--- src/rtl/fss_pkg.sv ---
// Shared types, constants and character helpers for the fuzzy subsequence scorer.
`default_nettype none
package fss_pkg;

	localparam int QUERY_MAX    = 32;
	localparam int PATH_MAX_LEN = 4096;

	localparam int QLEN_W  = 6;
	localparam int QPOS_W  = 6;
	localparam int RUN_W   = 6;
	localparam int BPOS_W  = 12;
	localparam int SQ_W    = 12;
	localparam int SEG_W   = 15;
	localparam int BON_W   = 8;
	localparam int SCORE_W = 16;
	localparam int CFG_W   = 64;
	localparam int CIDX_W  = 3;

	localparam logic [QLEN_W-1:0] QLEN_CAP     = QLEN_W'(QUERY_MAX);
	localparam logic [BPOS_W-1:0] BPOS_LAST    = BPOS_W'(PATH_MAX_LEN - 1);
	localparam logic [RUN_W-1:0]  RUN_SAT      = '1;
	localparam logic [5:0]        EARLY_WINDOW = 6'd40;
	localparam logic [BON_W-1:0]  WORD_BONUS   = 8'd4;

	typedef enum logic [CIDX_W-1:0] {
		REG_QUERY_LEN = 3'd0,
		REG_CHARS_0   = 3'd1,
		REG_CHARS_1   = 3'd2,
		REG_CHARS_2   = 3'd3,
		REG_CHARS_3   = 3'd4
	} cfg_reg_t;

	typedef struct packed {
		logic                      matched;
		logic signed [SCORE_W-1:0] score;
	} fss_result_t;

	function automatic logic [7:0] to_lower(input logic [7:0] c);
		to_lower = (c >= 8'h41 && c <= 8'h5A) ? c + 8'h20 : c;
	endfunction

	function automatic logic is_sep(input logic [7:0] c);
		is_sep = (c == 8'h2F) || (c == 8'h5C);
	endfunction

	function automatic logic is_word_mark(input logic [7:0] c);
		is_word_mark = (c == 8'h2F) || (c == 8'h5C) || (c == 8'h5F) ||
			(c == 8'h2D) || (c == 8'h2E);
	endfunction

endpackage
`default_nettype wire

--- src/rtl/fss_score_engine.sv ---
// Per-path match state and the combinational scoring step for one path byte.
`default_nettype none
module fss_score_engine (
	input  wire logic                           clk,
	input  wire logic                           arst_n,
	input  wire logic                           step,
	input  wire logic [7:0]                     path_byte,
	input  wire logic                           path_last,
	input  wire logic [fss_pkg::QLEN_W-1:0]     query_len,
	input  wire logic [4*fss_pkg::CFG_W-1:0]    query_chars,
	output      fss_pkg::fss_result_t           result
);
	import fss_pkg::*;

	logic [QPOS_W-1:0] query_pos_q;
	logic [RUN_W-1:0]  run_length_q;
	logic [BPOS_W-1:0] byte_pos_q;
	logic [BPOS_W-1:0] first_hit_pos_q;
	logic              first_hit_seen_q;
	logic [7:0]        prev_byte_q;
	logic [SEG_W-1:0]  committed_q;
	logic [SEG_W-1:0]  seg_square_q;
	logic [BON_W-1:0]  seg_bonus_q;

	logic [7:0]        c;
	logic [QLEN_W-1:0] qlen;
	logic              active;
	logic [7:0]        qc;
	logic              hit;
	logic [RUN_W-1:0]  run_n;
	logic [SQ_W-1:0]   square;
	logic              seen_n;
	logic [BPOS_W-1:0] fpos_n;
	logic [QPOS_W-1:0] qpos_n;
	logic [SEG_W-1:0]  seg_square_n;
	logic [BON_W-1:0]  seg_bonus_n;
	logic [SEG_W-1:0]  committed_n;
	logic [SEG_W-1:0]  seg_square_k;
	logic [BON_W-1:0]  seg_bonus_k;
	logic [16:0]       base;
	logic [5:0]        early;
	logic [BPOS_W:0]   length;
	logic [16:0]       total;

	always_comb begin
		c      = to_lower(path_byte);
		qlen   = (query_len > QLEN_CAP) ? QLEN_CAP : query_len;
		active = query_pos_q < qlen;
		qc     = to_lower(query_chars[{query_pos_q[4:0], 3'b000} +: 8]);
		hit    = active && (c == qc);

		if (hit) begin
			run_n = (run_length_q == RUN_SAT) ? run_length_q : run_length_q + 1'b1;
		end else if (active) begin
			run_n = '0;
		end else begin
			run_n = run_length_q;
		end
		square = SQ_W'(run_n) * SQ_W'(run_n);

		seen_n = first_hit_seen_q || hit;
		fpos_n = (hit && !first_hit_seen_q) ? byte_pos_q : first_hit_pos_q;
		qpos_n = query_pos_q + QPOS_W'(hit);

		seg_square_n = seg_square_q + (hit ? SEG_W'(square) : '0);
		seg_bonus_n  = seg_bonus_q +
			((hit && (byte_pos_q == '0 || is_word_mark(prev_byte_q))) ? WORD_BONUS : '0);

		// A separator folds the open segment into the committed total at single weight.
		if (is_sep(c)) begin
			committed_n  = committed_q + seg_square_n + SEG_W'(seg_bonus_n);
			seg_square_k = '0;
			seg_bonus_k  = '0;
		end else begin
			committed_n  = committed_q;
			seg_square_k = seg_square_n;
			seg_bonus_k  = seg_bonus_n;
		end

		base = 17'(committed_n) + {1'b0, seg_square_k, 1'b0} + 17'(seg_bonus_k);
		if (!seen_n) begin
			early = EARLY_WINDOW;
		end else if (fpos_n < BPOS_W'(EARLY_WINDOW)) begin
			early = EARLY_WINDOW - fpos_n[5:0];
		end else begin
			early = '0;
		end
		length = {1'b0, byte_pos_q} + 1'b1;
		total  = base + 17'(early) - 17'(length[BPOS_W:4]);

		if (qlen == '0) begin
			result.matched = 1'b1;
			result.score   = '0;
		end else if (qpos_n >= qlen) begin
			result.matched = 1'b1;
			result.score   = total[SCORE_W-1:0];
		end else begin
			result.matched = 1'b0;
			result.score   = '1;
		end
	end

	always_ff @(posedge clk or negedge arst_n) begin
		if (!arst_n) begin
			query_pos_q      <= '0;
			run_length_q     <= '0;
			byte_pos_q       <= '0;
			first_hit_pos_q  <= '0;
			first_hit_seen_q <= 1'b0;
			prev_byte_q      <= '0;
			committed_q      <= '0;
			seg_square_q     <= '0;
			seg_bonus_q      <= '0;
		end else if (step) begin
			if (path_last) begin
				query_pos_q      <= '0;
				run_length_q     <= '0;
				byte_pos_q       <= '0;
				first_hit_pos_q  <= '0;
				first_hit_seen_q <= 1'b0;
				prev_byte_q      <= '0;
				committed_q      <= '0;
				seg_square_q     <= '0;
				seg_bonus_q      <= '0;
			end else begin
				query_pos_q      <= qpos_n;
				run_length_q     <= run_n;
				first_hit_pos_q  <= fpos_n;
				first_hit_seen_q <= seen_n;
				prev_byte_q      <= c;
				committed_q      <= committed_n;
				seg_square_q     <= seg_square_k;
				seg_bonus_q      <= seg_bonus_k;
				if (byte_pos_q < BPOS_LAST) begin
					byte_pos_q <= byte_pos_q + 1'b1;
				end
			end
		end
	end

endmodule
`default_nettype wire

--- src/rtl/fuzzy_subsequence_scorer_core.sv ---
// Top level of the fuzzy subsequence scorer: config registers, input stage, result register.
//
// Usage: load the query over the cfg port while idle (index 0 = query length,
// indexes 1..4 = eight query characters each, lowest character in the low
// byte), then stream path bytes on the slave channel, one byte per transfer,
// with s_tlast on the final byte of each path. Case is folded for A..Z.
// Only the final byte of a path produces a transfer on the master channel:
// m_tuser carries the match flag, m_tdata the signed score (-1 on a miss,
// 0 for an empty query).
// Throughput: one path byte per cycle while no final byte waits on a full
// result register; the scoring step between the input stage and the result
// register is combinational. A path's last byte is first registered in the
// input stage, then its result is loaded into the result register, which
// drives m_tvalid. Stall: while a result waits on m_tready the input stage
// still drains bytes that produce no result; a second final byte holds in
// the input stage, and s_tready drops only then.
// Reset: arst_n clears the query to empty, all per-path state and both valid
// flags; s_tready is high out of reset, since the input stage is then empty.
`default_nettype none
module fuzzy_subsequence_scorer_core (
	input  wire logic                           clk,
	input  wire logic                           arst_n,
	// slave stream: path bytes
	input  wire logic                           s_tvalid,
	output      logic                           s_tready,
	input  wire logic [7:0]                     s_tdata,   // [7:0] path_byte
	input  wire logic                           s_tlast,   // path_last
	// master stream: one result per path
	output      logic                           m_tvalid,
	input  wire logic                           m_tready,
	output      logic [15:0]                    m_tdata,   // [15:0] score (signed)
	output      logic                           m_tuser,   // [0] matched
	// configuration write port
	input  wire logic                           cfg_we,
	input  wire logic [fss_pkg::CIDX_W-1:0]     cfg_index,
	input  wire logic [fss_pkg::CFG_W-1:0]      cfg_data
);
	import fss_pkg::*;

	logic [QLEN_W-1:0]     query_len_q;
	logic [4*CFG_W-1:0]    query_chars_q;

	logic                  valid_s1;
	logic [7:0]            byte_s1;
	logic                  last_s1;
	logic                  advance;

	fss_result_t           result;
	logic                  out_valid_q;
	fss_result_t           out_q;

	// Configuration: write-only registers, unknown indexes are dropped.
	always_ff @(posedge clk or negedge arst_n) begin
		if (!arst_n) begin
			query_len_q   <= '0;
			query_chars_q <= '0;
		end else if (cfg_we) begin
			case (cfg_index)
				REG_QUERY_LEN: query_len_q <= cfg_data[QLEN_W-1:0];
				REG_CHARS_0:   query_chars_q[0*CFG_W +: CFG_W] <= cfg_data;
				REG_CHARS_1:   query_chars_q[1*CFG_W +: CFG_W] <= cfg_data;
				REG_CHARS_2:   query_chars_q[2*CFG_W +: CFG_W] <= cfg_data;
				REG_CHARS_3:   query_chars_q[3*CFG_W +: CFG_W] <= cfg_data;
				default: ;
			endcase
		end
	end

	// Advance the input stage unless it holds a final byte and the result
	// register is still full and not being taken.
	assign advance  = valid_s1 && (!last_s1 || !out_valid_q || m_tready);
	assign s_tready = !valid_s1 || advance;

	always_ff @(posedge clk or negedge arst_n) begin
		if (!arst_n) begin
			valid_s1 <= 1'b0;
		end else if (s_tready) begin
			valid_s1 <= s_tvalid;
		end
	end

	always_ff @(posedge clk) begin
		if (s_tready && s_tvalid) begin
			byte_s1 <= s_tdata;
			last_s1 <= s_tlast;
		end
	end

	fss_score_engine u_engine (
		.clk         (clk),
		.arst_n      (arst_n),
		.step        (advance),
		.path_byte   (byte_s1),
		.path_last   (last_s1),
		.query_len   (query_len_q),
		.query_chars (query_chars_q),
		.result      (result)
	);

	// Result register: load on a final byte, drop once the transfer completes.
	always_ff @(posedge clk or negedge arst_n) begin
		if (!arst_n) begin
			out_valid_q <= 1'b0;
		end else if (advance && last_s1) begin
			out_valid_q <= 1'b1;
		end else if (m_tready) begin
			out_valid_q <= 1'b0;
		end
	end

	always_ff @(posedge clk) begin
		if (advance && last_s1) begin
			out_q <= result;
		end
	end

	assign m_tvalid = out_valid_q;
	assign m_tdata  = out_q.score;
	assign m_tuser  = out_q.matched;

endmodule
`default_nettype wire
--- config.mk ---
export PLATFORM = sky130hd
export DESIGN_NAME = fuzzy_subsequence_scorer_core
export DESIGN_NICKNAME = d
export VERILOG_FILES = /design/src/rtl/fss_pkg.sv /design/src/rtl/fss_score_engine.sv /design/src/rtl/fuzzy_subsequence_scorer_core.sv
export SDC_FILE = /design/constraint.sdc
export NUM_CORES = 1
export LEC_CHECK = 0
export BUFFER_PORTS_ARGS = -buffer_cell sky130_fd_sc_hd__buf_4
export CAP_MARGIN = 20
export CORE_UTILIZATION = 60
export DETAILED_ROUTE_END_ITERATION = 12
export MAX_ROUTING_LAYER = met4
export PLACE_DENSITY_LB_ADDON = 0.1
export SKIP_LAST_GASP = 1
export SLEW_MARGIN = 20
export SYNTH_ARGS = -nofsm -noshare
export SYNTH_HDL_FRONTEND = slang
export SYNTH_SLANG_ARGS = --single-unit
--- constraint.sdc ---
create_clock -name clk -period 13.83 [get_ports clk]
set_input_delay 0.6915 -clock clk [delete_from_list [all_inputs] [get_ports clk]]
set_output_delay 0.6915 -clock clk [all_outputs]
set_load 0.05 [all_outputs]
## Word level (Yosys, flattened, before mapping)

Index checks and enable logic that the tools add are counted.

- Multipliers: 1
- $lt $le $gt $ge: 9
- Mux-type cells: 27
- Reduce and logical (&&, ||, !) cells: 33
- Shift operators: 1
- Equality and inequality tests: 13
- Add/subtract/negate cells: 15

Operators with widths:

| operator | count |
|---|---|
| $shiftx 256x9->8 | 1 |
| $mux 12 | 5 |
| $mux 15 | 4 |
| $mux 6 | 8 |
| $mux 8 | 5 |
| $eq 8x6->1 const B | 4 |
| $add 15x15->15 | 2 |
| $eq 8x7->1 const B | 3 |
| $mux 17 | 1 |
| $add 15x16->16 | 1 |
| $add 16x6->16 | 1 |
| $add 16x8->16 | 1 |
| $add 8x6->8 const B | 2 |
| $ge 8x7->1 const B | 2 |
| $le 8x7->1 const B | 2 |
| $sub 16x9->16 | 1 |
| $add 15x8->15 | 1 |
| $add 12x1->13 const B | 1 |
| $add 12x1->12 const B | 1 |
| $logic_not 12->1 | 1 |
| $lt 12x12->1 const B | 1 |
| $lt 12x6->1 const B | 1 |
| $mul 6x6->12 | 1 |
| $reduce_and 2->1 | 6 |
| 20 further kinds | 43 |

- Output and inout bits: 19
- Logic and storage cells: 119
- Register bits after elaboration: 373
- Input port bits: 81

## Logic depth before layout (Yosys ltp)

- Depth in word-level cells: 18
- Gate-level depth with buffers: 53
- Depth with buffers taken out: 48

## Hierarchy

A second synthesis with hierarchy kept.

- Cell total of the unflattened synthesis: 1724
- Area, all modules: 21302.9 um2

Modules (own cells, without submodules):

| module | seq. area each (um2) | instances | cells an instance | area an instance (um2) |
|---|---|---|---|---|
| fuzzy_subsequence_scorer_core | 7387.1 | 1 | 593 | 10719.0 |
| fss_score_engine | 2077.0 | 1 | 1131 | 10583.9 |

## Worst setup path before layout

No wires, ideal clock.

- Path type: reg-to-reg
- Start: reg u_engine.query_pos_q[0]
- End: reg out_q, in the netlist m_tdata[15] (data pin)
- Cell stages (with the launch flop): 48
- Required time: 13.560 ns
- Path slack: 2.864 ns
- Buffers on the path: 1
- Arrival: 10.696 ns
- Cell sequence: dfrtp_1 buf_4 mux4_2 mux4_2 mux2i_1 inv_1 ha_1 xnor2_1 or4b_1 or3_1 nand3_2 nand3_4 o32a_1 nor2_1 fa_1 inv_1 fa_1 inv_1 [12 not listed] nand3b_1 xor2_1 ha_1 ha_1 nor3_1 nor2_1 and3_1 nor3_1 a21oi_1 ha_1 inv_1 ha_1 ha_1 ha_1 o41ai_1 o21ai_0 xnor2_1 a21oi_1

- Cells in the longest elaborated chain, start to end: 18

Ends and longest elaborated chain:

| element | line | text |
|---|---|---|
| from (decl) | fss_score_engine.sv:15 | `logic [QPOS_W-1:0] query_pos_q;` |
| from (signal assigned) | fss_score_engine.sv:126 | `query_pos_q <= qpos_n;` |
| $shiftx 256x9->8 | fss_score_engine.sv:49 | `qc = to_lower(query_chars[{query_pos_q[4:0], 3'b000} +: 8]);` |
| $ge 8x7->1 or $le 8x7->1 (tied branches) | fss_pkg.sv:39 | `to_lower = (c >= 8'h41 && c <= 8'h5A) ? c + 8'h20 : c;` |
| $logic_and 1x1->1 | fss_pkg.sv:39 |  |
| $mux 8 | fss_pkg.sv:39 |  |
| $eq 8x8->1 | fss_score_engine.sv:50 | `hit = active && (c == qc);` |
| $logic_and 1x1->1 | fss_score_engine.sv:50 |  |
| $mux 6 | fss_score_engine.sv:52 | `if (hit) begin` |
| $mul 6x6->12 | fss_score_engine.sv:59 | `square = SQ_W'(run_n) * SQ_W'(run_n);` |
| [2 not listed] | n/a |  |
| $add 15x15->15 | fss_score_engine.sv:71 | `committed_n = committed_q + seg_square_n + SEG_W'(seg_bonus_n);` |
| $add 15x8->15 | fss_score_engine.sv:71 |  |
| $mux 15 | fss_score_engine.sv:70 | `if (is_sep(c)) begin` |
| $add 15x16->16 | fss_score_engine.sv:80 | `base = 17'(committed_n) + {1'b0, seg_square_k, 1'b0} + 17'(seg_bonus_k);` |
| $add 16x8->16 | fss_score_engine.sv:80 |  |
| $add 16x6->16 | fss_score_engine.sv:89 | `total = base + 17'(early) - 17'(length[BPOS_W:4]);` |
| $sub 16x9->16 | fss_score_engine.sv:89 |  |
| $mux 17 * | fss_score_engine.sv:94 | `end else if (qpos_n >= qlen) begin` |
| to (signal assigned) | fuzzy_subsequence_scorer_core.sv:113 | `out_q <= result;` |
| to (decl) | fuzzy_subsequence_scorer_core.sv:50 | `fss_result_t out_q;` |

Every way passes the cells marked *; elsewhere a longest branch is shown, timed or not.
A chain may end at the register's enable or synchronous reset.

## Worst setup path after layout

- Start: reg u_engine.query_pos_q[0]
- End: reg out_q, in the netlist m_tdata[14] (data pin)

Same word-level chain as after synthesis.

==> impl_metrics.prom <==
# TYPE chip_impl_metric gauge
chip_impl_info{name="setup.worst_path.class",value="register to register"} 1
chip_impl_metric{name="start_util",unit=""} 0.613
chip_impl_metric{name="diodes",unit=""} 0
chip_impl_metric{name="drcViolationCount",unit=""} 0
chip_impl_info{name="crit_slowest_cell",value="dfrtp_2"} 1
chip_impl_metric{name="setup_violations",unit=""} 0
chip_impl_info{name="end_kind",value="register"} 1
chip_impl_metric{name="fin_setup_tns",unit="ps"} 0
chip_impl_metric{name="drt-wirelength-per-cell",unit="um"} 20.5
chip_impl_metric{name="syn-num-nets",unit=""} 2010
chip_impl_metric{name="cell_area_reported_after_detailed_placement",unit="mm^2"} 0.0223
chip_impl_metric{name="cts.path.max_buffers",unit=""} 3
chip_impl_info{name="critical_path.most_common_cell",value="ha_1"} 1
chip_impl_metric{name="slew_viol_final",unit=""} 0
chip_impl_info{name="synthFlopType",value="dfrtp_1"} 1
chip_impl_info{name="final_common_cell",value="dfrtp_1"} 1
chip_impl_metric{name="cts_post_setup_buffers_inserted",unit=""} 0
chip_impl_metric{name="postSynth.asyncResetShare",unit=""} 0.930
chip_impl_metric{name="area_growth",unit="%"} 11.8
chip_impl_info{name="regToRegEndpoint",value="m_tdata[14]$_SDFFCE_PN0P_"} 1
chip_impl_metric{name="clock_insertion_delay_worst_skew",unit="ps"} 570
chip_impl_metric{name="ys_seq_area_frac",unit=""} 0.446
chip_impl_metric{name="report.power.total",unit="mW"} 2.96
chip_impl_metric{name="cellPowerDensity",unit="mW/mm^2"} 125
chip_impl_metric{name="drive_gt1_frac",unit=""} 0.278
chip_impl_info{name="root_buffer",value="clkbuf_16"} 1
chip_impl_metric{name="synth_enable_flop_cells",unit=""} 26
chip_impl_info{name="outcome",value="finished, final reports clean"} 1
chip_impl_metric{name="post_cts.resized_instances",unit=""} 0
chip_impl_metric{name="post-route-period-util",unit=""} 0.906
chip_impl_metric{name="postSynthRegisterBits",unit=""} 373
chip_impl_metric{name="p_leak",unit="nW"} 10.5
chip_impl_metric{name="first_global_vias",unit=""} 14400
chip_impl_info{name="most-common-layout-cells",value="345 x dfrtp_1, 261 x mux2_2, 117 x nand2_1"} 1
chip_impl_metric{name="gr_util_all_layers",unit=""} 0.283
chip_impl_metric{name="clkTransAtPathRegs",unit="ps"} 60
chip_impl_metric{name="chipHeight",unit="um"} 190
chip_impl_metric{name="syn_area_cell",unit="um^2"} 11.9
chip_impl_metric{name="crit_path_dat",unit="ps"} 12840
chip_impl_metric{name="crit_fanout",unit=""} 26
chip_impl_metric{name="drt-total-wl",unit="mm"} 48.0
chip_impl_metric{name="required",unit="ps"} 14140
chip_impl_metric{name="final_core_util",unit=""} 0.685
chip_impl_metric{name="antenna_found_initial",unit=""} 0
chip_impl_metric{name="grt_start_max_net_pins",unit=""} 177
chip_impl_metric{name="via_density_per_instance",unit=""} 6.08
chip_impl_info{name="worstSetupStartpointType",value="register"} 1
chip_impl_metric{name="worst_case_register_to_register_setup_slack",unit="ps"} 1300
chip_impl_metric{name="global_route_wire_length_before_repair",unit="mm"} 77.7
chip_impl_metric{name="final_area",unit="mm^2"} 0.0237
chip_impl_metric{name="netlist-cell-type-count",unit=""} 75
chip_impl_metric{name="first_pass_iters",unit=""} 7
chip_impl_metric{name="num_vias",unit=""} 14200
chip_impl_metric{name="io_buffers",unit=""} 99
chip_impl_metric{name="floorplan.rows",unit=""} 68
chip_impl_metric{name="ios",unit=""} 100
chip_impl_metric{name="pre_cts_slack",unit="ps"} 1310
chip_impl_metric{name="rr_worst_depth",unit=""} 45
chip_impl_metric{name="ir_drop",unit="mV"} 0.112
chip_impl_metric{name="postRouteAntennaNets",unit=""} 0
chip_impl_metric{name="cts_inserted_buffers",unit=""} 40
chip_impl_metric{name="total_number_of_clock_tree_sinks",unit=""} 373
chip_impl_metric{name="maxCapViolations",unit=""} 0
chip_impl_metric{name="fmax",unit="MHz"} 79.8
chip_impl_metric{name="fin_nets",unit=""} 2080
chip_impl_metric{name="tightest_slew",unit="ps"} 989
chip_impl_metric{name="synth_top_cell_area_share",unit=""} 0.409
chip_impl_metric{name="synthesis.area",unit="mm^2"} 0.0212
chip_impl_metric{name="die_w",unit="um"} 190
chip_impl_metric{name="detailed_place_hpwl",unit="mm"} 33.0
chip_impl_info{name="ys_top_cells_by_area",value="dfrtp_1 41%, mux2_2 14%, ha_1 6.1%, mux4_2 5.1%, edfxtp_1 3.7%"} 1
chip_impl_metric{name="gp_weighted_congestion",unit=""} 0.893
chip_impl_metric{name="floorplan.die_area",unit="mm^2"} 0.0361
chip_impl_metric{name="fin_worst_skew",unit="ps"} 16.3
chip_impl_metric{name="max-slew-margin-rel",unit=""} 0.341
chip_impl_metric{name="ys_warn_count",unit=""} 0
chip_impl_metric{name="core_area",unit="mm^2"} 0.0346
chip_impl_info{name="rsz0062_at_grt",value="false"} 1
chip_impl_metric{name="period_needed",unit="ps"} 12530
chip_impl_metric{name="timing.final.hold_violations",unit=""} 0
chip_impl_info{name="tritoncts",value="yes"} 1
chip_impl_metric{name="critical_path.max_stage_delay",unit="ps"} 940
chip_impl_info{name="hold_path.class",value="input pin to asynchronous set/reset pin"} 1
chip_impl_info{name="crit-reg2reg-launch",value="u_engine.query_pos_q[0]$_DFFE_PN0P_"} 1
chip_impl_info{name="synth_area_leader_cell",value="dfrtp_1"} 1
chip_impl_metric{name="ctsHoldBuffers",unit=""} 0
chip_impl_metric{name="post_synth_inst_count",unit=""} 1787
chip_impl_metric{name="post-route-worst-setup-slack",unit="ps"} 1300
chip_impl_metric{name="grt_overflow_total",unit=""} 0
chip_impl_metric{name="clock_tree.htree_level_count",unit=""} 2
chip_impl_metric{name="drt-initial-drc-count",unit=""} 1025
## power by group
group          switching (mW)  internal, mW
combinational           0.214         0.248
sequential              0.104          1.29
clock                   0.454         0.648
total                   0.771          2.19
## worst max-delay path: cells and delay by family, from the launching register on
family	cells	cell delay (ps)
adder cells (fa/ha/maj)	12	4000
AND/OR/NAND/NOR	12	2500
AO/OA/AOI/OAI	9	2210
multiplexers	4	1630
flip-flops	1	940
XOR/XNOR	4	650
buffers and inverters	4	350
## registers in the layout (all words and copies together) (netlist names), 6 cells and up
signal	flops
u_engine.seg_bonus_q	8
u_engine.run_length_q	6
u_engine.query_pos_q	6
query_chars_q	256
byte_s1	8
u_engine.prev_byte_q	8
query_len_q	6
u_engine.committed_q	15
u_engine.byte_pos_q	12
m_tdata	16
u_engine.first_hit_pos_q	12
u_engine.seg_square_q	15
## per-stage QoR
stage               hold WS (ps)  std cells
CTS                          204       2340
global route                 228       2341
floorplan                    396       1787
detailed placement           456       2269
finish                       120       2341
global placement             453       2269
## layout make-up
class	count	area, um^2
repair buffers	118	918
well taps	455	569
flip-flops and latches	373	9470
fillers	2541	10900
inverters	91	342
clock inverters	18	228
clock buffers	53	1120
multi-input cells	1233	11100
## worst max-delay path by stage
stage | start | to | slack (ps)
2_1_floorplan | u_engine.query_pos_q[0]$_DFFE_PN0P_ | m_tdata[15]$_SDFFCE_PN0P_ | 2860
3_3_place_gp | u_engine.query_pos_q[0]$_DFFE_PN0P_ | m_tdata[15]$_SDFFCE_PN0P_ | 1450
3_5_place_dp | u_engine.query_pos_q[0]$_DFFE_PN0P_ | m_tdata[14]$_SDFFCE_PN0P_ | 1310
4_1_cts | u_engine.query_pos_q[0]$_DFFE_PN0P_ | m_tdata[14]$_SDFFCE_PN0P_ | 1230
5_1_grt | u_engine.query_pos_q[0]$_DFFE_PN0P_ | m_tdata[14]$_SDFFCE_PN0P_ | 380
6_report | u_engine.query_pos_q[0]$_DFFE_PN0P_ | m_tdata[14]$_SDFFCE_PN0P_ | 1300
## routing by layer
metal / part of all wire / wire (um) / track usage
met1: 0.43 / 20800 / 0.367
met2: 0.50 / 24000 / 0.465
met3: 0.043 / 2080 / 0.0428
met4: 0.024 / 1140 / 0.0791
met5: 0 / 0 / -
## kinds of logic after synthesis
logic type	after synthesis	share of synthesized area
xor gates and xnor gates	75	0.0310
AOI/OAI and AO/OA	281	0.0885
DFF	373	0.446
and+or+nand+nor	373	0.0881
muxes	362	0.214
adders and majority gates	142	0.0972
buffers and inverters	181	0.0347
## synth_stat cells (6+ instances only)
cell type	instances
dfrtp_1	347
mux2_2	261
nand2_1	118
ha_1	104
inv_1	91
a21oi_1	77
nor2_1	72
clkbuf_1	67
o21ai_0	57
mux2i_1	53
xnor2_1	53
mux4_2	48
nand3_1	41
fa_1	38
a22o_1	27
edfxtp_1	26
a21o_1	24
xor2_1	22
and2_1	18
nand2b_1	18
nor3_1	16
nor2b_1	14
and3_1	13
a22oi_1	12
a31oi_1	12
a32o_1	11
buf_2	11
or2_2	11
o21bai_1	10
nand3b_1	9
nor3b_1	9
o211ai_1	7
nor4_1	6
o31ai_1	6
or4_1	6
No activity file was read; power rests on OpenSTA's default activity.
